File: src/rtl/core/ipm_pkg.sv
// Package for the inverter protection mode supervisor.
// Mode, register index and result types for core files but ipm_if; no dependencies.
package ipm_pkg;

  localparam int unsigned CfgW = 16;
  localparam int unsigned CntW = 16;
  localparam int unsigned CfgIdxW = 2;

  localparam logic [CfgW-1:0] WaitDelayRst  = 16'd1000;
  localparam logic [CfgW-1:0] CheckDelayRst = 16'd20;
  localparam logic [CfgW-1:0] RecoverDlyRst = 16'd500;
  localparam logic [CfgW-1:0] AutoClrPerRst = 16'd2000;

  typedef enum logic [2:0] {
    MODE_WAIT  = 3'd0,
    MODE_CHECK = 3'd1,
    MODE_RUN   = 3'd2,
    MODE_FAULT = 3'd3,
    MODE_PERM  = 3'd4
  } mode_t;

  typedef enum logic [CfgIdxW-1:0] {
    REG_WAIT_DELAY    = 2'd0,
    REG_CHECK_DELAY   = 2'd1,
    REG_RECOVER_DELAY = 2'd2,
    REG_AUTO_CLR_PER  = 2'd3
  } cfg_idx_t;

  typedef enum logic [1:0] {
    DRY_NONE  = 2'd0,
    DRY_OPEN  = 2'd1,
    DRY_CLOSE = 2'd2
  } dry_cmd_t;

  typedef enum logic [1:0] {
    SYNC_NONE    = 2'd0,
    SYNC_ASSERT  = 2'd1,
    SYNC_RELEASE = 2'd2
  } sync_cmd_t;

  typedef struct packed {
    logic [CfgW-1:0] wait_delay;
    logic [CfgW-1:0] check_delay;
    logic [CfgW-1:0] recover_delay;
    logic [CfgW-1:0] auto_clear_period;
  } cfg_t;

  typedef struct packed {
    logic [2:0] mode_now;
    logic       pwm_off;
    logic       relays_off;
    logic [1:0] dry_contact_cmd;
    logic       fan_on;
    logic       precharge_request;
    logic       stage_init;
    logic       save_request;
    logic [1:0] sync_cmd;
    logic       clear_auto_faults;
    logic       recovered;
  } result_t;

  function automatic logic [CntW-1:0] sat_inc(input logic [CntW-1:0] v);
    sat_inc = (v == {CntW{1'b1}}) ? v : v + 1'b1;
  endfunction

endpackage

File: src/rtl/core/ipm_if.sv
// Valid/ready channel interfaces for the protection supervisor.
// Depends on nothing; one interface per direction.
interface ipm_in_if;
  logic valid;
  logic ready;
  logic permanent_fault;
  logic fault_active;
  logic phase_locked;
  logic precharge_done;

  modport source (output valid, permanent_fault, fault_active, phase_locked,
                  precharge_done, input ready);
  modport sink (input valid, permanent_fault, fault_active, phase_locked,
                precharge_done, output ready);
endinterface

interface ipm_out_if;
  logic       valid;
  logic       ready;
  logic [2:0] mode_now;
  logic       pwm_off;
  logic       relays_off;
  logic [1:0] dry_contact_cmd;
  logic       fan_on;
  logic       precharge_request;
  logic       stage_init;
  logic       save_request;
  logic [1:0] sync_cmd;
  logic       clear_auto_faults;
  logic       recovered;

  modport source (output valid, mode_now, pwm_off, relays_off, dry_contact_cmd, fan_on,
                  precharge_request, stage_init, save_request, sync_cmd,
                  clear_auto_faults, recovered, input ready);
  modport sink (input valid, mode_now, pwm_off, relays_off, dry_contact_cmd, fan_on,
                precharge_request, stage_init, save_request, sync_cmd,
                clear_auto_faults, recovered, output ready);
endinterface

File: src/rtl/core/inverter_protection_mode_fsm_core.sv
// Protection mode supervisor for a power converter: one request per control tick
// on in_chan (fault flags, phase lock, precharge done), one result per request on
// out_chan (mode after the tick plus pwm, relay, contact, fan, precharge, init,
// save, sync, auto-clear and recovery commands).
// Registers are written through cfg_we/cfg_index/cfg_wdata: 0 wait delay, 1 check
// delay, 2 recover delay, 3 auto-clear period. The user must write them only
// while the block is idle; the block does not enforce it. Results are registered
// on acceptance, on out_chan from the next cycle; one request per cycle while
// out_chan does not stall, set by the single mode and counter update between the
// request and the result register. Stall: in_chan.ready stays high while the
// result register is empty or being taken; when out_chan.ready is low with a
// result held, in_chan.ready drops and the held result stays put until taken.
// Reset (rst_n low, synchronous): wait mode, all counters and save flags zero,
// registers back to 1000 / 20 / 500 / 2000, no result pending.
// Files: ipm_pkg, ipm_if, ipm_cfg, ipm_ctrl, ipm_out_stage.
module inverter_protection_mode_fsm_core (
  input  logic                        clk,
  input  logic                        rst_n,
  ipm_in_if.sink                      in_chan,
  ipm_out_if.source                   out_chan,
  input  logic                        cfg_we,
  input  logic [ipm_pkg::CfgIdxW-1:0] cfg_index,
  input  logic [ipm_pkg::CfgW-1:0]    cfg_wdata
);

  ipm_pkg::cfg_t    cfg;
  ipm_pkg::result_t res;
  ipm_pkg::result_t out_res;
  logic             can_load;
  logic             accept;

  assign in_chan.ready = can_load;
  assign accept        = in_chan.valid && can_load;

  ipm_cfg u_cfg (
    .clk       (clk),
    .rst_n     (rst_n),
    .cfg_we    (cfg_we),
    .cfg_index (cfg_index),
    .cfg_wdata (cfg_wdata),
    .cfg       (cfg)
  );

  ipm_ctrl u_ctrl (
    .clk             (clk),
    .rst_n           (rst_n),
    .step            (accept),
    .permanent_fault (in_chan.permanent_fault),
    .fault_active    (in_chan.fault_active),
    .phase_locked    (in_chan.phase_locked),
    .precharge_done  (in_chan.precharge_done),
    .cfg             (cfg),
    .res             (res)
  );

  ipm_out_stage u_out (
    .clk       (clk),
    .rst_n     (rst_n),
    .load      (accept),
    .res       (res),
    .out_ready (out_chan.ready),
    .out_valid (out_chan.valid),
    .can_load  (can_load),
    .out_res   (out_res)
  );

  assign out_chan.mode_now          = out_res.mode_now;
  assign out_chan.pwm_off           = out_res.pwm_off;
  assign out_chan.relays_off        = out_res.relays_off;
  assign out_chan.dry_contact_cmd   = out_res.dry_contact_cmd;
  assign out_chan.fan_on            = out_res.fan_on;
  assign out_chan.precharge_request = out_res.precharge_request;
  assign out_chan.stage_init        = out_res.stage_init;
  assign out_chan.save_request      = out_res.save_request;
  assign out_chan.sync_cmd          = out_res.sync_cmd;
  assign out_chan.clear_auto_faults = out_res.clear_auto_faults;
  assign out_chan.recovered         = out_res.recovered;

endmodule

File: src/rtl/core/ipm_cfg.sv
// Configuration register file for the protection supervisor.
// Uses ipm_pkg for the register index codes and reset values.
module ipm_cfg (
  input  logic                        clk,
  input  logic                        rst_n,
  input  logic                        cfg_we,
  input  logic [ipm_pkg::CfgIdxW-1:0] cfg_index,
  input  logic [ipm_pkg::CfgW-1:0]    cfg_wdata,
  output ipm_pkg::cfg_t               cfg
);

  ipm_pkg::cfg_t cfg_r, cfg_nxt;

  always_comb begin
    cfg_nxt = cfg_r;
    if (cfg_we) begin
      unique case (ipm_pkg::cfg_idx_t'(cfg_index))
        ipm_pkg::REG_WAIT_DELAY:    cfg_nxt.wait_delay        = cfg_wdata;
        ipm_pkg::REG_CHECK_DELAY:   cfg_nxt.check_delay       = cfg_wdata;
        ipm_pkg::REG_RECOVER_DELAY: cfg_nxt.recover_delay     = cfg_wdata;
        ipm_pkg::REG_AUTO_CLR_PER:  cfg_nxt.auto_clear_period = cfg_wdata;
        default:                    cfg_nxt = cfg_r;
      endcase
    end
  end

  always_ff @(posedge clk) begin
    if (!rst_n) begin
      cfg_r.wait_delay        <= ipm_pkg::WaitDelayRst;
      cfg_r.check_delay       <= ipm_pkg::CheckDelayRst;
      cfg_r.recover_delay     <= ipm_pkg::RecoverDlyRst;
      cfg_r.auto_clear_period <= ipm_pkg::AutoClrPerRst;
    end else begin
      cfg_r <= cfg_nxt;
    end
  end

  assign cfg = cfg_r;

endmodule

File: src/rtl/core/ipm_ctrl.sv
// Mode state machine and tick counters of the protection supervisor.
// Uses ipm_pkg for the mode enum, config and result structs.
module ipm_ctrl (
  input  logic             clk,
  input  logic             rst_n,
  input  logic             step,
  input  logic             permanent_fault,
  input  logic             fault_active,
  input  logic             phase_locked,
  input  logic             precharge_done,
  input  ipm_pkg::cfg_t    cfg,
  output ipm_pkg::result_t res
);

  ipm_pkg::mode_t mode_r, mode_nxt;
  logic [ipm_pkg::CntW-1:0] wait_cnt_r, wait_cnt_nxt;
  logic [ipm_pkg::CntW-1:0] check_cnt_r, check_cnt_nxt;
  logic [ipm_pkg::CntW-1:0] ftick_cnt_r, ftick_cnt_nxt;
  logic [ipm_pkg::CntW-1:0] rec_cnt_r, rec_cnt_nxt;
  logic fault_saved_r, fault_saved_nxt;
  logic perm_saved_r, perm_saved_nxt;

  logic [ipm_pkg::CntW-1:0] wait_inc, check_inc, ftick_inc, rec_inc;

  assign wait_inc  = ipm_pkg::sat_inc(wait_cnt_r);
  assign check_inc = ipm_pkg::sat_inc(check_cnt_r);
  assign ftick_inc = ipm_pkg::sat_inc(ftick_cnt_r);
  assign rec_inc   = ipm_pkg::sat_inc(rec_cnt_r);

  always_comb begin
    mode_nxt        = mode_r;
    wait_cnt_nxt    = wait_cnt_r;
    check_cnt_nxt   = check_cnt_r;
    ftick_cnt_nxt   = ftick_cnt_r;
    rec_cnt_nxt     = rec_cnt_r;
    fault_saved_nxt = fault_saved_r;
    perm_saved_nxt  = perm_saved_r;
    res             = '0;

    unique case (mode_r)
      ipm_pkg::MODE_WAIT, ipm_pkg::MODE_CHECK, ipm_pkg::MODE_RUN: begin
        if (permanent_fault || fault_active) begin
          res.pwm_off         = 1'b1;
          res.relays_off      = 1'b1;
          res.dry_contact_cmd = ipm_pkg::DRY_OPEN;
          if (mode_r == ipm_pkg::MODE_WAIT) wait_cnt_nxt = '0;
          mode_nxt = permanent_fault ? ipm_pkg::MODE_PERM : ipm_pkg::MODE_FAULT;
        end else if (mode_r == ipm_pkg::MODE_WAIT) begin
          // count includes this tick before the compare
          if ((wait_inc > cfg.wait_delay) && phase_locked) begin
            wait_cnt_nxt = '0;
            mode_nxt     = ipm_pkg::MODE_CHECK;
          end else begin
            wait_cnt_nxt = wait_inc;
          end
        end else if (mode_r == ipm_pkg::MODE_CHECK) begin
          res.fan_on            = 1'b1;
          res.precharge_request = 1'b1;
          if (precharge_done) begin
            if (check_cnt_r > cfg.check_delay) begin
              check_cnt_nxt  = '0;
              res.stage_init = 1'b1;
              mode_nxt       = ipm_pkg::MODE_RUN;
            end else begin
              check_cnt_nxt = check_inc;
            end
          end
        end
      end
      ipm_pkg::MODE_FAULT: begin
        res.pwm_off    = 1'b1;
        res.relays_off = 1'b1;
        if (permanent_fault) begin
          mode_nxt = ipm_pkg::MODE_PERM;
        end else begin
          if (ftick_inc >= cfg.auto_clear_period) begin
            res.clear_auto_faults = 1'b1;
            ftick_cnt_nxt         = '0;
          end else begin
            ftick_cnt_nxt = ftick_inc;
          end
          if (!fault_saved_r) begin
            res.save_request = 1'b1;
            res.sync_cmd     = ipm_pkg::SYNC_ASSERT;
            fault_saved_nxt  = 1'b1;
          end
          if (!fault_active) begin
            if (rec_inc >= cfg.recover_delay) begin
              // recovery on the save tick still reports release
              res.recovered       = 1'b1;
              res.sync_cmd        = ipm_pkg::SYNC_RELEASE;
              res.dry_contact_cmd = ipm_pkg::DRY_CLOSE;
              rec_cnt_nxt         = '0;
              fault_saved_nxt     = 1'b0;
              mode_nxt            = ipm_pkg::MODE_WAIT;
            end else begin
              rec_cnt_nxt = rec_inc;
            end
          end
        end
      end
      ipm_pkg::MODE_PERM: begin
        res.sync_cmd   = ipm_pkg::SYNC_ASSERT;
        res.pwm_off    = 1'b1;
        res.relays_off = 1'b1;
        if (!perm_saved_r) begin
          res.save_request = 1'b1;
          perm_saved_nxt   = 1'b1;
        end
      end
      default: begin
        res = '0;
      end
    endcase

    res.mode_now = mode_nxt;
  end

  always_ff @(posedge clk) begin
    if (!rst_n) begin
      mode_r        <= ipm_pkg::MODE_WAIT;
      wait_cnt_r    <= '0;
      check_cnt_r   <= '0;
      ftick_cnt_r   <= '0;
      rec_cnt_r     <= '0;
      fault_saved_r <= 1'b0;
      perm_saved_r  <= 1'b0;
    end else if (step) begin
      mode_r        <= mode_nxt;
      wait_cnt_r    <= wait_cnt_nxt;
      check_cnt_r   <= check_cnt_nxt;
      ftick_cnt_r   <= ftick_cnt_nxt;
      rec_cnt_r     <= rec_cnt_nxt;
      fault_saved_r <= fault_saved_nxt;
      perm_saved_r  <= perm_saved_nxt;
    end
  end

endmodule

File: src/rtl/core/ipm_out_stage.sv
// Result register with valid/ready handshake; takes a new result whenever it
// is empty or being drained. Uses ipm_pkg::result_t.
module ipm_out_stage (
  input  logic             clk,
  input  logic             rst_n,
  input  logic             load,
  input  ipm_pkg::result_t res,
  input  logic             out_ready,
  output logic             out_valid,
  output logic             can_load,
  output ipm_pkg::result_t out_res
);

  logic             valid_r, valid_nxt;
  ipm_pkg::result_t res_r;

  assign can_load  = !valid_r || out_ready;
  assign valid_nxt = load || (valid_r && !out_ready);

  always_ff @(posedge clk) begin
    if (!rst_n) begin
      valid_r <= 1'b0;
    end else begin
      valid_r <= valid_nxt;
    end
  end

  always_ff @(posedge clk) begin
    if (load) begin
      res_r <= res;
    end
  end

  assign out_valid = valid_r;
  assign out_res   = res_r;

endmodule
File: src/flat_wrapper.sv
// flat-port wrapper written by rule: the top's interface ports become plain ports
module inverter_protection_mode_fsm_core_flat 
  (clk, rst_n, cfg_we, cfg_index, cfg_wdata, in_chan_valid, in_chan_permanent_fault, in_chan_fault_active, in_chan_phase_locked, in_chan_precharge_done, in_chan_ready, out_chan_valid, out_chan_mode_now, out_chan_pwm_off, out_chan_relays_off, out_chan_dry_contact_cmd, out_chan_fan_on, out_chan_precharge_request, out_chan_stage_init, out_chan_save_request, out_chan_sync_cmd, out_chan_clear_auto_faults, out_chan_recovered, out_chan_ready);
  ipm_in_if in_chan_i ();
  ipm_out_if out_chan_i ();
  input  logic clk;
  input  logic rst_n;
  input  logic cfg_we;
  input  logic [ipm_pkg::CfgIdxW-1:0] cfg_index;
  input  logic [ipm_pkg::CfgW-1:0] cfg_wdata;
  input wire logic [$bits(in_chan_i.valid)-1:0] in_chan_valid;
  input wire logic [$bits(in_chan_i.permanent_fault)-1:0] in_chan_permanent_fault;
  input wire logic [$bits(in_chan_i.fault_active)-1:0] in_chan_fault_active;
  input wire logic [$bits(in_chan_i.phase_locked)-1:0] in_chan_phase_locked;
  input wire logic [$bits(in_chan_i.precharge_done)-1:0] in_chan_precharge_done;
  output wire logic [$bits(in_chan_i.ready)-1:0] in_chan_ready;
  output wire logic [$bits(out_chan_i.valid)-1:0] out_chan_valid;
  output wire logic [$bits(out_chan_i.mode_now)-1:0] out_chan_mode_now;
  output wire logic [$bits(out_chan_i.pwm_off)-1:0] out_chan_pwm_off;
  output wire logic [$bits(out_chan_i.relays_off)-1:0] out_chan_relays_off;
  output wire logic [$bits(out_chan_i.dry_contact_cmd)-1:0] out_chan_dry_contact_cmd;
  output wire logic [$bits(out_chan_i.fan_on)-1:0] out_chan_fan_on;
  output wire logic [$bits(out_chan_i.precharge_request)-1:0] out_chan_precharge_request;
  output wire logic [$bits(out_chan_i.stage_init)-1:0] out_chan_stage_init;
  output wire logic [$bits(out_chan_i.save_request)-1:0] out_chan_save_request;
  output wire logic [$bits(out_chan_i.sync_cmd)-1:0] out_chan_sync_cmd;
  output wire logic [$bits(out_chan_i.clear_auto_faults)-1:0] out_chan_clear_auto_faults;
  output wire logic [$bits(out_chan_i.recovered)-1:0] out_chan_recovered;
  input wire logic [$bits(out_chan_i.ready)-1:0] out_chan_ready;
  assign in_chan_i.valid = in_chan_valid;
  assign in_chan_i.permanent_fault = in_chan_permanent_fault;
  assign in_chan_i.fault_active = in_chan_fault_active;
  assign in_chan_i.phase_locked = in_chan_phase_locked;
  assign in_chan_i.precharge_done = in_chan_precharge_done;
  assign in_chan_ready = in_chan_i.ready;
  assign out_chan_valid = out_chan_i.valid;
  assign out_chan_mode_now = out_chan_i.mode_now;
  assign out_chan_pwm_off = out_chan_i.pwm_off;
  assign out_chan_relays_off = out_chan_i.relays_off;
  assign out_chan_dry_contact_cmd = out_chan_i.dry_contact_cmd;
  assign out_chan_fan_on = out_chan_i.fan_on;
  assign out_chan_precharge_request = out_chan_i.precharge_request;
  assign out_chan_stage_init = out_chan_i.stage_init;
  assign out_chan_save_request = out_chan_i.save_request;
  assign out_chan_sync_cmd = out_chan_i.sync_cmd;
  assign out_chan_clear_auto_faults = out_chan_i.clear_auto_faults;
  assign out_chan_recovered = out_chan_i.recovered;
  assign out_chan_i.ready = out_chan_ready;
  inverter_protection_mode_fsm_core u_core (.clk(clk), .rst_n(rst_n), .in_chan(in_chan_i), .out_chan(out_chan_i), .cfg_we(cfg_we), .cfg_index(cfg_index), .cfg_wdata(cfg_wdata));
endmodule
File: config.mk
export PLATFORM = sky130hd
export DESIGN_NAME = inverter_protection_mode_fsm_core_flat
export DESIGN_NICKNAME = d
export VERILOG_FILES = /design/src/rtl/core/ipm_pkg.sv /design/src/rtl/core/ipm_if.sv /design/src/rtl/core/inverter_protection_mode_fsm_core.sv /design/src/rtl/core/ipm_cfg.sv /design/src/rtl/core/ipm_ctrl.sv /design/src/rtl/core/ipm_out_stage.sv /design/src/flat_wrapper.sv
export SDC_FILE = /design/constraint.sdc
export NUM_CORES = 1
export LEC_CHECK = 0
export ABC_AREA = 1
export BUFFER_PORTS_ARGS = -buffer_cell sky130_fd_sc_hd__buf_4
export CAP_MARGIN = 0
export CORE_MARGIN = 4
export CORE_UTILIZATION = 27
export CTS_BUF_LIST = sky130_fd_sc_hd__clkbuf_16
export DETAILED_ROUTE_END_ITERATION = 12
export SYNTH_ARGS = -nofsm -noshare
export SYNTH_HDL_FRONTEND = slang
export SYNTH_SLANG_ARGS = --single-unit
export TNS_END_PERCENT = 20
File: constraint.sdc
create_clock -name clk -period 2.9 [get_ports clk]
set_clock_uncertainty 0.05 [all_clocks]
set_input_delay 0.145 -clock clk [delete_from_list [all_inputs] [get_ports clk]]
set_output_delay 0.145 -clock clk [all_outputs]
set_load 0.02 [all_outputs]
**Word level (Yosys, flattened, before mapping)**

Cells that the tools add are included.

- Input bits: 27
- Word-level logic and storage cells: 118
- Flip-flop bits (word level): 149

- Bitwise gates (word level): 8
- Add/sub/neg operators: 4
- Equal/unequal tests: 12
- Order comparisons: 4
- Reduce and logical (&&, ||, !) cells: 25
- Multiplexer cells: 42

Operators by type and width:

| operator | number |
|---|---|
| 16-bit two-way mux | 11 |
| 16-bit by 1-bit adder with 16-bit output, second input constant | 4 |
| 16-bit == test, second input constant | 4 |
| 3-bit two-way mux | 12 |
| 16-bit >= comparator | 2 |
| 16-bit > comparator | 2 |
| 3-bit case mux with 2 select lines | 2 |
| 2-bit two-way mux | 5 |
| 2-bit AND reduction | 5 |
| 3-bit OR reduction | 3 |
| 1-bit two-way mux | 8 |
| 1-bit inverter | 8 |
| 2-bit case mux with 2 select lines | 2 |
| 7-bit AND reduction | 1 |
| 3-bit by 2-bit == test with 1-bit output, second input constant | 2 |
| 3-bit AND reduction | 2 |
| 5-bit two-way mux | 1 |
| 5-bit OR reduction | 1 |
| 2-bit == test, second input constant | 2 |
| 4-bit two-way mux | 1 |
| 4-bit AND reduction | 1 |
| 2-bit OR reduction | 2 |
| 3-bit by 1-bit == test with 1-bit output, second input constant | 1 |
| 3-bit == test, second input constant | 1 |
| 7 further kinds | 12 |

**Depth between registers and ports, before layout**

Gate-level depths: netlist of run 1.

- Word-level depth: 8
- Mapped depth: 25

**Hierarchy**

A second synthesis of run 1 with hierarchy kept.

- Cells, all modules: 1341
- Area, all modules: 9081.2 um^2

Modules (own cells, without submodules):

| module | times used | area each (um^2) | seq. area each (um^2) | cells each |
|---|---|---|---|---|
| ipm_ctrl | 1 | 5999.5 | 1381.3 | 943 |
| ipm_cfg | 1 | 2577.5 | 1281.2 | 375 |
| ipm_out_stage | 1 | 496.7 | 470.5 | 21 |
| inverter_protection_mode_fsm_core | 1 | 7.5 | 0.0 | 2 |

**Worst setup path before layout of run 1**

OpenSTA, ideal clock, no wires.

- Path kind: register to register
- Start: reg u_core.u_ctrl.ftick_cnt_r[0] in the netlist's numbering
- End: reg u_core.u_ctrl.ftick_cnt_r[15] in the netlist's numbering
- Cell stages (with the launch flop): 22
- Period minus slack after synthesis: 3024 ps
- Setup slack: -124 ps
- Buffers on the path: 1
- Required time: 2780 ps
- Arrival time: 2904 ps
- Cells stage by stage: dfxtp_1 ha_1 nand2_1 nor3_2 nand2_1 nor2_2 nand2_1 nor2_2 nor2_1 xor2_1 inv_2 ha_1 a21oi_1 o21ai_0 nand2_1 o211ai_1 nand2_1 nand3_1 inv_1 clkbuf_1 nand3_1 a21oi_1

- Cells in the longest elaborated chain, start to end: 4

RTL lines:

| item | line | text |
|---|---|---|
| start: declaration | ipm_ctrl.sv:18 | `logic [ipm_pkg::CntW-1:0] ftick_cnt_r, ftick_cnt_nxt;` |
| start signal: assignment | ipm_ctrl.sv:132 | `ftick_cnt_r <= ftick_cnt_nxt;` |
| 16-bit by 1-bit adder with 16-bit output / 16-bit == test (equally long branches) | ipm_pkg.sv:63 | `sat_inc = (v == {CntW{1'b1}}) ? v : v + 1'b1;` |
| 16-bit two-way mux * | ipm_pkg.sv:63 |  |
| 16-bit >= comparator | ipm_ctrl.sv:76 | `if (ftick_inc >= cfg.auto_clear_period) begin` |
| 16-bit two-way mux * | ipm_ctrl.sv:76 |  |

Mark *: on every way between the ends. The rest lies on a longest branch, timed or not.
A chain may end at the register's enable or synchronous reset.

**Final worst setup path of run 1**

- Start: reg u_core.u_ctrl.wait_cnt_r[1] in the netlist's numbering
- End: reg u_core.u_ctrl.wait_cnt_r[13] in the netlist's numbering

- Cells in the longest elaborated chain, start to end: 7

RTL lines:

| item | line | text |
|---|---|---|
| start: declaration | ipm_ctrl.sv:16 | `logic [ipm_pkg::CntW-1:0] wait_cnt_r, wait_cnt_nxt;` |
| start signal: assignment | ipm_ctrl.sv:130 | `wait_cnt_r <= wait_cnt_nxt;` |
| 16-bit by 1-bit adder with 16-bit output / 16-bit == test (equally long branches) | ipm_pkg.sv:63 |  |
| 16-bit two-way mux * | ipm_pkg.sv:63 |  |
| 16-bit > comparator | ipm_ctrl.sv:50 | `if ((wait_inc > cfg.wait_delay) && phase_locked) begin` |
| 1-bit logical AND | ipm_ctrl.sv:50 |  |
| 16-bit two-way mux * | ipm_ctrl.sv:50 |  |
| 16-bit two-way mux * | ipm_ctrl.sv:48 | `end else if (mode_r == ipm_pkg::MODE_WAIT) begin` |
| 16-bit two-way mux * | ipm_ctrl.sv:42 | `if (permanent_fault \|\| fault_active) begin` |

Mark *: on every way between the ends. The rest lies on a longest branch, timed or not. The select of a mux whose other input is x is not followed.

==> metrics.md, run 1 <==
| Metric | Value |
|---|---|
| Status | complete, but fails checks |
| Failing checks | setup timing |
| Slew HR | 0.550 |
| Max clock buf depth | 2 |
| Hold Violations, Final | 0 |
| Via density | around 4.7 |
| Initial antenna violation count | 1 |
| Synth top area share | 0.319 |
| Largest net degree at the start of global routing | 61 |
| Worst Hold End | u_core.u_cfg.cfg[28] |
| Seq/Total Area, Yosys | 0.365 |
| Routed WL | 23900 um |
| Hold Path Class | primary input to flip-flop |
| Core Area | roughly 30000 um2 |
| Worst vdd ir | 0.389 mV |
| R2R depth | 22 |
| Leading area contributor after synthesis | dfxtp_1 |
| P&R area growth vs syn | 35.8% |
| CP max stage cell | dfxtp_4 |
| Initial Utilization | 0.274 |
| CTS Root Cell | clkbuf_16 |
| CP most frequent cell | buf_4 |
| Library cells used by synthesis | 42 |
| Pre-CTS setup slack | -0.344 ns |
| Syn Inst Count | 1171 |
| Synthesized area | about 8400 um2 |
| Clock sink count | 147 |
| Final min period | a little over 3 ns |
| Share of layout cells above drive strength 1 | 0.240 |
| Critical path data arrival time | 3.31 ns |
| P_leak | between 5 and 6 nW |
| Crit-path cells | buf_6 > nand3_2 > nor2_2 > nand2_2 > nor2_4 > nand3_4 > xor2_1 > nand2_1 > buf_4 > buf_4 > buf_4 > buf_4 > buf_4 > buf_4 > buf_4 > buf_4 > buf_4 > buf_4 > buf_4 > buf_4 > nand2_1 > a21oi_1 |
| Chip width | ~180 um |
| Syn nets | between 1000 and 1500 |
| Hold Crit Start | cfg_wdata[12] |
| DRC | 0 |
| Commonest cells after routing, fill and taps aside | 231 x nand2_1, 169 x buf_4, 152 x inv_1 |
| CTS buffer count | 17 |
| RSZ-0062 raised after global routing | true |
| DR vias | just over 8000 |
| Maxcap violations | 0 |
| Avg Cell Area, Syn | around 7 um2 |
| Pwr dens | around 440 nW/um2 |
| Final Slew Violations | 0 |
| CTS tree | built |
| Die height | about 180 um |
| ANT cells | 0 |
| Flops & latches, synth | between 100 and 150 |
| Crit start category | flip-flop |
| Grt ovf | 0 |
| FP Rows | between 60 and 70 |
| Overall power | slightly above 5 mW |
| Die area | about 34000 um2 |
| DRT Pass-1 Iters | 7 |
| R2r endpoint | u_core.u_ctrl.wait_cnt_r[13] |
| Synth Warn # | 0 |
| Worst slew pin tran | slightly below 0.7 ns |
| Fin crit share | 1.06 |
| Fin nets | about 1400 |
| I/O pin total | between 40 and 50 |
| GRT Util Overall | 0.138 |
| Wirelength per Cell | between 10 and 15 um |
| Worst EP required | approximately 3.1 ns |
| Commonest non-fill, non-tap cell in the layout | nand2_1 |
| Clock Latency Late Sink | about 0.42 ns |
| Largest cells by area after synthesis | dfxtp_1 32%, nand2_1 11%, ha_1 10%, a21oi_1 8.4%, inv_1 6.9% |
| CTS H-tree depth | 4 |
| Final worst slack | -0.175 ns |
| Routability cong. | roughly 0.89 |
| Fmax | around 0.33 GHz |
| Worst Setup End Kind | flip-flop |
| Hold Path Stages | 3 |
| CP max stage delay | roughly 0.37 ns |
| Dpl hpwl | approximately 17000 um |
| Setup violation total in the final timing report | 40 |
| First DRT Iteration DRCs | 421 |
| Setup slack on the worst flop-to-flop path | -0.18 ns |
| Post-DRT Antenna Nets | 0 |
| RR Startpoint | u_core.u_ctrl.wait_cnt_r[1] |
| Vias in the first global route | between 7000 and 8000 |
| Port bufs | between 40 and 50 |
| First-pass GRT wire length | roughly 38000 um |
| Worst-path fanout max | 3 |
| Worst Setup Path Type | flip-flop to flip-flop |
| Clock-pin slew on the worst setup and hold paths | 0.06 ns |
## per-layer routing
layer | global-route usage | wire length [um] | vias up
met2 | 0.222 | 10900 | 157
li1 | - | - | 4251
met1 | 0.193 | 11600 | 3786
met5 | 0 | 0 | -
met4 | 0.0281 | 204 | 0
met3 | 0.0261 | 1140 | 18
## registers in the layout, summed over array words and instances, names as in the netlist
| register | cells |
|---|---|
| u_core.u_cfg.cfg | 64 |
| u_core.u_out.out_valid | 1 |
| u_core.u_ctrl.fault_saved_r | 1 |
| u_core.u_out.out_res | 13 |
| u_core.u_ctrl.perm_saved_r | 1 |
| u_core.u_ctrl.check_cnt_r | 16 |
| u_core.u_ctrl.rec_cnt_r | 16 |
| u_core.u_ctrl.ftick_cnt_r | 16 |
| u_core.u_ctrl.wait_cnt_r | 16 |
| u_core.u_ctrl.mode_r | 3 |
## cell usage after synthesis, drive strengths merged
cell type,number
o21a,5
nor2,98
edfxtp,13
clkinv,1
nand3,55
o31ai,1
a211oi,2
nor3b,1
or2,1
o211ai,15
xnor2,9
nand3b,2
o22ai,1
buf,9
ha,68
nor3,28
xor2,28
and3,1
clkbuf,25
a22oi,8
nand4,31
a31oi,3
nand2,252
o21ai,69
a21boi,1
a21oi,142
nor4,5
o21bai,1
a21o,2
dfxtp,134
inv,160
## where the power goes
| group | total, mW | internal [mW] | switching (mW) |
|---|---|---|---|
| sequential | 2.14 | 2.11 | 0.0243 |
| combinational | 0.430 | 0.160 | 0.271 |
| clock | 2.47 | 1.59 | 0.873 |
## critical path: cells and delay by family, from the launching register on
kind / cells / cell delay (ns)
buffers and inverters: 13 / 1.59
AND/OR/NAND/NOR: 7 / 0.75
flip-flops: 1 / 0.37
XOR/XNOR: 1 / 0.15
AO/OA/AOI/OAI: 1 / 0.05
## worst max-delay path by stage
stage                                start                            to  slack [ns]
6_report       u_core.u_ctrl.wait_cnt_r[1]  u_core.u_ctrl.wait_cnt_r[13]       -0.18
5_1_grt        u_core.u_ctrl.wait_cnt_r[1]   u_core.u_ctrl.wait_cnt_r[0]       -0.32
4_1_cts        u_core.u_ctrl.wait_cnt_r[6]   u_core.u_ctrl.wait_cnt_r[9]       -0.16
3_5_place_dp    u_core.u_ctrl.rec_cnt_r[1]       u_core.u_ctrl.mode_r[1]       -0.34
3_3_place_gp   u_core.u_ctrl.wait_cnt_r[0]   u_core.u_ctrl.wait_cnt_r[6]       -0.27
2_1_floorplan  u_core.u_ctrl.wait_cnt_r[0]   u_core.u_ctrl.wait_cnt_r[5]      -0.004
## repair_timing
action	in CTS	in global routing
hold endpoints to repair	25	0
hold buffers	13	0
setup endpoints to repair	57	57
pin swaps	27	50
gates cloned	1	1
gates resized for setup	51	84
buffers inserted	18	11
## logic make-up (layout without fill, tap and decap cells)
group                    Yosys count  after routing  share of synthesized area
XOR/XNOR                          37             37                     0.0385
adder cells (fa/ha/maj)           68             68                      0.101
AND/OR/NAND/NOR                  474            475                      0.245
flip-flops                       147            147                      0.365
buffers and inverters            195            387                     0.0900
AO/OA/AOI/OAI                    250            250                      0.160
## through the flow
step / hold slack, ns / utilization / area (um2) / instances / TNS (ns)
floorplan: 0.221 / - / 8440 / 1171 / -0.0163
global placement: 0.359 / 0.323 / 9910 / 1684 / -6.86
detailed placement: 0.371 / 0.323 / 9910 / 1684 / -10.05
CTS: 0.00720 / 0.359 / 11000 / 1748 / -3.48
global route: 0.0284 / 0.372 / 11400 / 1760 / -12.89
finish: 0.0218 / 0.372 / 11400 / 1760 / -4.31
## layout make-up
class / count / area, um2
clock buffer: 17 / 425
clock inverter: 15 / 223
fill: 3100 / 19200
inverter: 161 / 612
multi-input combinational: 830 / 5040
sequential: 147 / 3090
tap: 396 / 495
timing repair buffer: 194 / 1530
No activity file was read; power rests on OpenSTA's default activity.
==> run 2, diff against run 1 <==
==> constraint.sdc (replaced) <==
create_clock -name clk -period 2.9 [get_ports clk]
set_clock_uncertainty 0.05 [all_clocks]
set_input_delay 0.145 -clock clk [delete_from_list [all_inputs] [get_ports clk]]
set_output_delay 0.145 -clock clk [all_outputs]
set_load 0.1 [all_outputs]
==> metrics.md, run 2 (synthesis results as in run 1) <==
| Metric | Value |
|---|---|
| Status | complete, but fails checks (unchanged) |
| Failing checks | setup timing (unchanged) |
| P_leak | 5.06 nW (was 5.04 nW) |
| Grt ovf | 0 (unchanged) |
| First DRT Iteration DRCs | 483 (was 421) |
| Crit start category | flip-flop (unchanged) |
| FP Rows | 64 (unchanged) |
| Final Hold Slack | 0.0221 ns (was 0.0218 ns) |
| Initial Utilization | 0.274 (unchanged) |
| Max clock buf depth | 2 (unchanged) |
| Die area | 34000 um2 (unchanged) |
| CTS Root Cell | clkbuf_16 (unchanged) |
| Critical path data arrival time | 3.34 ns (was 3.31 ns) |
| Worst slew pin tran | 0.730 ns (was 0.675 ns) |
| Final min period | 3.03 ns (was 3.08 ns) |
| Wirelength per Cell | 13.9 um (was 13.6 um) |
| Dpl hpwl | 17100 um (was 17200 um) |
| CTS H-tree depth | 4 (unchanged) |
| Fin nets | 1427 (was 1446) |
| Worst EP required | 3.21 ns (was 3.13 ns) |
| Routed WL | 24200 um (was 23900 um) |
| Clock sink count | 147 (unchanged) |
| Pwr dens | 432 nW/um2 (was 441 nW/um2) |
| Commonest non-fill, non-tap cell in the layout | nand2_1 (unchanged) |
| Worst Setup Path Type | flip-flop to flip-flop (unchanged) |
| DR vias | 8283 (was 8212) |
| Worst vdd ir | 0.356 mV (was 0.389 mV) |
| Fin crit share | 1.05 (was 1.06) |
| Core Area | 30700 um2 (unchanged) |
| Clock Latency Late Sink | 0.43 ns (was 0.42 ns) |
| Final Slew Violations | 0 (unchanged) |
| P&R area growth vs syn | 36.4% (was 35.8%) |
| DRC | 0 (unchanged) |
| Port bufs | 43 (unchanged) |
| Routability cong. | 0.935 (was 0.886) |
| CTS buffer count | 17 (unchanged) |
| Die height | 184 um (unchanged) |
| Pre-CTS setup slack | -0.395 ns (was -0.344 ns) |
| CTS tree | built (unchanged) |
| Clock-pin slew on the worst setup and hold paths | 0.06 ns (about the same) |
| Largest register FFs | 64 (unchanged) |
| Vias in the first global route | 7732 (was 7601) |
| Overall power | 4.95 mW (was 5.03 mW) |
| Initial antenna violation count | 0 (was 1) |
| Via density | 4.76 (was 4.67) |
| GRT Util Overall | 0.139 (was 0.138) |
| DRT Pass-1 Iters | 5 (was 7) |
| ANT cells | 0 (unchanged) |
| Share of layout cells above drive strength 1 | 0.254 (was 0.240) |
| Chip width | 184 um (unchanged) |
| Worst-path fanout max | 8 (was 3) |
| Slew HR | 0.512 (was 0.550) |
| Maxcap violations | 0 (unchanged) |
| First-pass GRT wire length | 38400 um (was 38300 um) |
| RSZ-0062 raised after global routing | true (unchanged) |
| Largest net degree at the start of global routing | 61 (unchanged) |
| Hold Violations, Final | 0 (unchanged) |
| I/O pin total | 44 (unchanged) |
| Worst Setup End Kind | flip-flop (unchanged) |
| Final worst slack | -0.131 ns (was -0.175 ns) |
| Hold Path Class | primary input to flip-flop (unchanged) |
| Commonest cells after routing, fill and taps aside | 223 x nand2_1, 147 x buf_4, 146 x inv_1 (was 231 x nand2_1, 169 x buf_4, 152 x inv_1) |
| Setup violation total in the final timing report | 26 (was 40) |
| Post-DRT Antenna Nets | 0 (unchanged) |
| Fmax | 0.330 GHz (was 0.325 GHz) |
## run 2: where the power goes
group	switching, mW	total, mW	internal, mW	leakage (nW)
logic	0.369	0.525	0.156	3.54
clock network	0.946	2.29	1.35	0.298
registers	0.0247	2.14	2.11	1.23
## run 2: timing repair
item                                    CTS  global route
setup buffers                             4            13
gates cloned                              1             1
pin swaps                                22            78
hold buffers                             13             0
endpoints found under the hold margin    28             0
endpoints found under the setup margin   57            57
resized for setup                        50           138
## run 2: final cells by class
type / count / area (um2)
inverters: 161 / 611
well taps: 396 / 495
multi-input cells: 830 / 5240
flip-flops and latches: 147 / 3100
repair inverters: 1 / 3.75
fillers: 3162 / 19200
clock buffers: 20 / 500
repair buffers: 174 / 1400
clock inverters: 12 / 115
## run 2: final timing paths
| check | start | endpoint | slack [ns] | cells past startpoint |
|---|---|---|---|---|
| setup / recovery | u_core.u_ctrl.wait_cnt_r[1] | u_core.u_ctrl.wait_cnt_r[11] | -0.13 | 16 |
| hold / removal | cfg_wdata[12] | u_core.u_cfg.cfg[12] | 0.02 | 3 |
| setup reg to reg | u_core.u_ctrl.wait_cnt_r[1] | u_core.u_ctrl.wait_cnt_r[11] | -0.13 | 16 |
| hold reg to reg | u_core.u_cfg.cfg[39] | u_core.u_cfg.cfg[39] | 0.41 | 2 |
## run 2: metrics by stage
step,util,instance area (um2),TNS (ns),cells
finish,0.374,11500,-2.27,1741
global route,0.374,11500,-11.45,1741
CTS,0.353,10800,-0.930,1728
detailed placement,0.322,9870,-12.41,1678
global placement,0.322,9870,-9.69,1678
floorplan,-,8430,-0.647,1171
## run 2: metal layers
metal  vias to the layer above  GRT usage  part of all wire  wire [um]
li1                       4214          -                 -          -
met1                      3856      0.193              0.47      11500
met2                       180      0.218              0.45      11000
met3                        33     0.0300             0.060       1450
met4                         0     0.0349             0.014        342
met5                         -          0                 0          0
## run 2: worst max-delay path, cell delays in order, from the launching register on
cell	delay, ns
dfxtp_2	0.36
ha_4	0.15
nand2_4	0.06
nor2_4	0.17
buf_6	0.14
nand3_4	0.10
nor3_4	0.24
a21oi_2	0.10
ha_1	0.35
nand2_4	0.08
nor2_4	0.12
nand4_1	0.15
o21a_1	0.26
a211oi_4	0.25
buf_6	0.19
nand2_1	0.07
a21oi_1	0.12
==> run 3, diff against run 2 <==
==> constraint.sdc (replaced) <==
create_clock -name clk -period 3.6 [get_ports clk]
set_clock_uncertainty 0.05 [all_clocks]
set_input_delay 0.18 -clock clk [delete_from_list [all_inputs] [get_ports clk]]
set_output_delay 0.18 -clock clk [all_outputs]
set_load 0.1 [all_outputs]
==> metrics.md, run 3 (synthesis results as in run 1) <==
| Metric | Value |
|---|---|
| Share of layout cells above drive strength 1 | 0.0916 (was 0.254) |
| CP max stage delay | 0.40 ns (was 0.36 ns) |
| Worst Setup Path Type | flip-flop to flip-flop (unchanged) |
| Vias in the first global route | 7036 (was 7732) |
| Pwr dens | 386 nW/um2 (was 432 nW/um2) |
| Worst vdd ir | 0.308 mV (was 0.356 mV) |
| CP most frequent cell | nand2_1 |
| DRT Pass-1 Iters | 5 (unchanged) |
| Worst-path fanout max | 7 (was 8) |
| Fin nets | 1316 (was 1427) |
| Routability cong. | 0.873 (was 0.935) |
| First DRT Iteration DRCs | 424 (was 483) |
| Pre-CTS setup slack | 0.00326 ns (was -0.395 ns) |
| Crit start category | flip-flop (unchanged) |
| Slew HR | 0.357 (was 0.512) |
| Post-DRT Antenna Nets | 0 (unchanged) |
| FP Rows | 64 (unchanged) |
| Critical path data arrival time | 3.50 ns (was 3.34 ns) |
| Grt ovf | 0 (unchanged) |
| P_leak | 4.22 nW (was 5.06 nW) |
| # placed instances | 1585 (was 1678) |
| CTS H-tree depth | 4 (unchanged) |
| Buffers & Inverters on Critical Path | 3 (was 2) |
| Worst EP required | 3.81 ns (was 3.21 ns) |
| Hold Path Class | primary input to flip-flop (unchanged) |
| Setup slack on the worst flop-to-flop path | 0.31 ns (was -0.13 ns) |
| Worst Setup End Kind | flip-flop (unchanged) |
| Setup TNS | 0 ns (was -2.27 ns) |
| CP max stage cell | dfxtp_1 (was dfxtp_2) |
| Worst slew pin tran | 0.964 ns (was 0.730 ns) |
| R2R depth | 21 (was 16) |
| CTS Root Cell | clkbuf_16 (unchanged) |
| Crit-path cells | ha_1 > nand2_1 > nor3_4 > nand2_1 > nor2_2 > nand2_1 > nor2_2 > nor2_1 > xor2_1 > inv_2 > ha_1 > nand2_1 > o21ai_0 > nand2_1 > o211ai_1 > nand2_1 > nand3_2 > clkinvlp_4 > buf_4 > nand3_1 > a21oi_1 (was ha_4 > nand2_4 > nor2_4 > buf_6 > nand3_4 > nor3_4 > a21oi_2 > ha_1 > nand2_4 > nor2_4 > nand4_1 > o21a_1 > a211oi_4 > buf_6 > nand2_1 > a21oi_1) |
| Die height | 184 um (unchanged) |
| I/O pin total | 44 (unchanged) |
| Final Hold Slack | 0.0242 ns (was 0.0221 ns) |
| P&R area growth vs syn | 17.5% (was 36.4%) |
| CTS buffer count | 17 (unchanged) |
| CTS tree | built (unchanged) |
| Status | completed (was complete, but fails checks) |
| Final min period | 3.29 ns (was 3.03 ns) |
| Crit. path cell count | 21 (was 16) |
| R2r endpoint | u_core.u_ctrl.ftick_cnt_r[3] (was u_core.u_ctrl.wait_cnt_r[11]) |
| Initial antenna violation count | 0 (unchanged) |
| Core Area | 30700 um2 (unchanged) |
| Max clock buf depth | 2 (unchanged) |
| DR vias | 7614 (was 8283) |
| Die area | 34000 um2 (unchanged) |
| ANT cells | 0 (unchanged) |
| Wirelength per Cell | 13.4 um (was 13.9 um) |
| Chip width | 184 um (unchanged) |
| Final std cells w/o fill | 1630 (was 1741) |
| Final Slew Violations | 0 (unchanged) |
| Largest register FFs | 64 (unchanged) |
| Clock-pin slew on the worst setup and hold paths | 0.07 ns (was 0.06 ns) |
| Maxcap violations | 0 (unchanged) |
| Setup violation total in the final timing report | 0 (was 26) |
| Fin crit share | 0.915 (was 1.05) |
| Largest net degree at the start of global routing | 61 (unchanged) |
| Fmax | 0.304 GHz (was 0.330 GHz) |
| RSZ-0062 raised after global routing | false (was true) |
| Routed WL | 21800 um (was 24200 um) |
| RR Startpoint | u_core.u_ctrl.ftick_cnt_r[1] (was u_core.u_ctrl.wait_cnt_r[1]) |
| Fill count | 3274 (was 3162) |
| First-pass GRT wire length | 35400 um (was 38400 um) |
| CP delay by family, top | simple AND/OR/NAND/NOR gates (unchanged) |
| Initial Utilization | 0.274 (unchanged) |
| Via density | 4.67 (was 4.76) |
| Commonest cells after routing, fill and taps aside | 250 x nand2_1, 152 x inv_1, 142 x a21oi_1 (was 223 x nand2_1, 147 x buf_4, 146 x inv_1) |
| Final worst slack | 0.305 ns (was -0.131 ns) |
| Worst setup path start | u_core.u_ctrl.ftick_cnt_r[1] (was u_core.u_ctrl.wait_cnt_r[1]) |
| GRT Util Overall | 0.128 (was 0.139) |
| Port bufs | 43 (unchanged) |
| Clock sink count | 147 (unchanged) |
| DRC | 0 (unchanged) |
| Worst Setup EP | u_core.u_ctrl.ftick_cnt_r[3] (was u_core.u_ctrl.wait_cnt_r[11]) |
| Clock Latency Late Sink | 0.43 ns (about the same) |
| Commonest non-fill, non-tap cell in the layout | nand2_1 (unchanged) |
| Dpl hpwl | 16100 um (was 17100 um) |
| Hold Violations, Final | 0 (unchanged) |
[run 3: changes by cell type in the layout (fill, tap and decap cells not counted), moves of 10 or more]
cell,previous run,this run
nand2_1,223,250
buf_4,147,53
buf_6,13,1
dfxtp_2,15,1
nand2_2,19,2
dfxtp_1,117,133
nand3_1,36,53
a21oi_2,19,0
nor2_1,78,91
a21oi_1,123,142
nand2_4,10,0
[run 3: stage by stage]
stage               cell area, um2  total power [mW]   util
global route                  9880              3.97  0.322
detailed placement            9150              2.14  0.298
CTS                           9830              3.86  0.321
finish                        9880              3.81  0.322
floorplan                     8410              2.02      -
global placement              9150              2.13  0.298
[run 3: worst reg2reg max path: cells and delay by family, from the launching register on]
kind,cells,cell delay [ns]
xor+xnor,1,0.17
fa+ha+maj,2,0.48
flops,1,0.40
buf+inv,3,0.36
simple gates,12,1.35
compound gates,3,0.31
[run 3: cell type report]
class / count / area (um2) / share of cell area
multi-input cells: 829 / 4620 / 0.468
flip-flops and latches: 147 / 3070 / 0.311
inverters: 161 / 613 / 0.0621
repair buffers: 65 / 519 / 0.0526
well taps: 396 / 495 / 0.0502
clock buffers: 17 / 425 / 0.0431
clock inverters: 15 / 129 / 0.0130
[run 3: where the power goes]
| part | switching, mW | leakage (nW) | internal (mW) |
|---|---|---|---|
| sequential | 0.0201 | 1.22 | 1.70 |
| combinational | 0.276 | 2.74 | 0.108 |
| clock | 0.754 | 0.265 | 0.955 |
[run 3: worst min-delay path by stage]
stage,endpoint,start,cells past startpoint
finish,u_core.u_out.out_res[14],in_chan_permanent_fault,3
global route,u_core.u_out.out_res[14],in_chan_permanent_fault,3
CTS,u_core.u_out.out_res[14],in_chan_permanent_fault,3
detailed placement,u_core.u_out.out_valid,in_chan_valid,3
global placement,u_core.u_out.out_valid,in_chan_valid,3
floorplan,u_core.u_cfg.cfg[10],cfg_wdata[10],2
[run 3: routing by layer]
metal	track usage	wire, um
met3	0.0225	615
met4	0.0349	204
met2	0.211	10200
met1	0.175	10800
met5	0	0
[run 3: repair_timing]
action / 4_1_cts / 5_1_grt
setup buffers: 2 / 0
gates cloned: 0 / 0
hold buffers: 11 / 0
endpoints found under the setup margin: 11 / 57
resized for setup: 1 / 10
hold endpoints to repair: 20 / 0
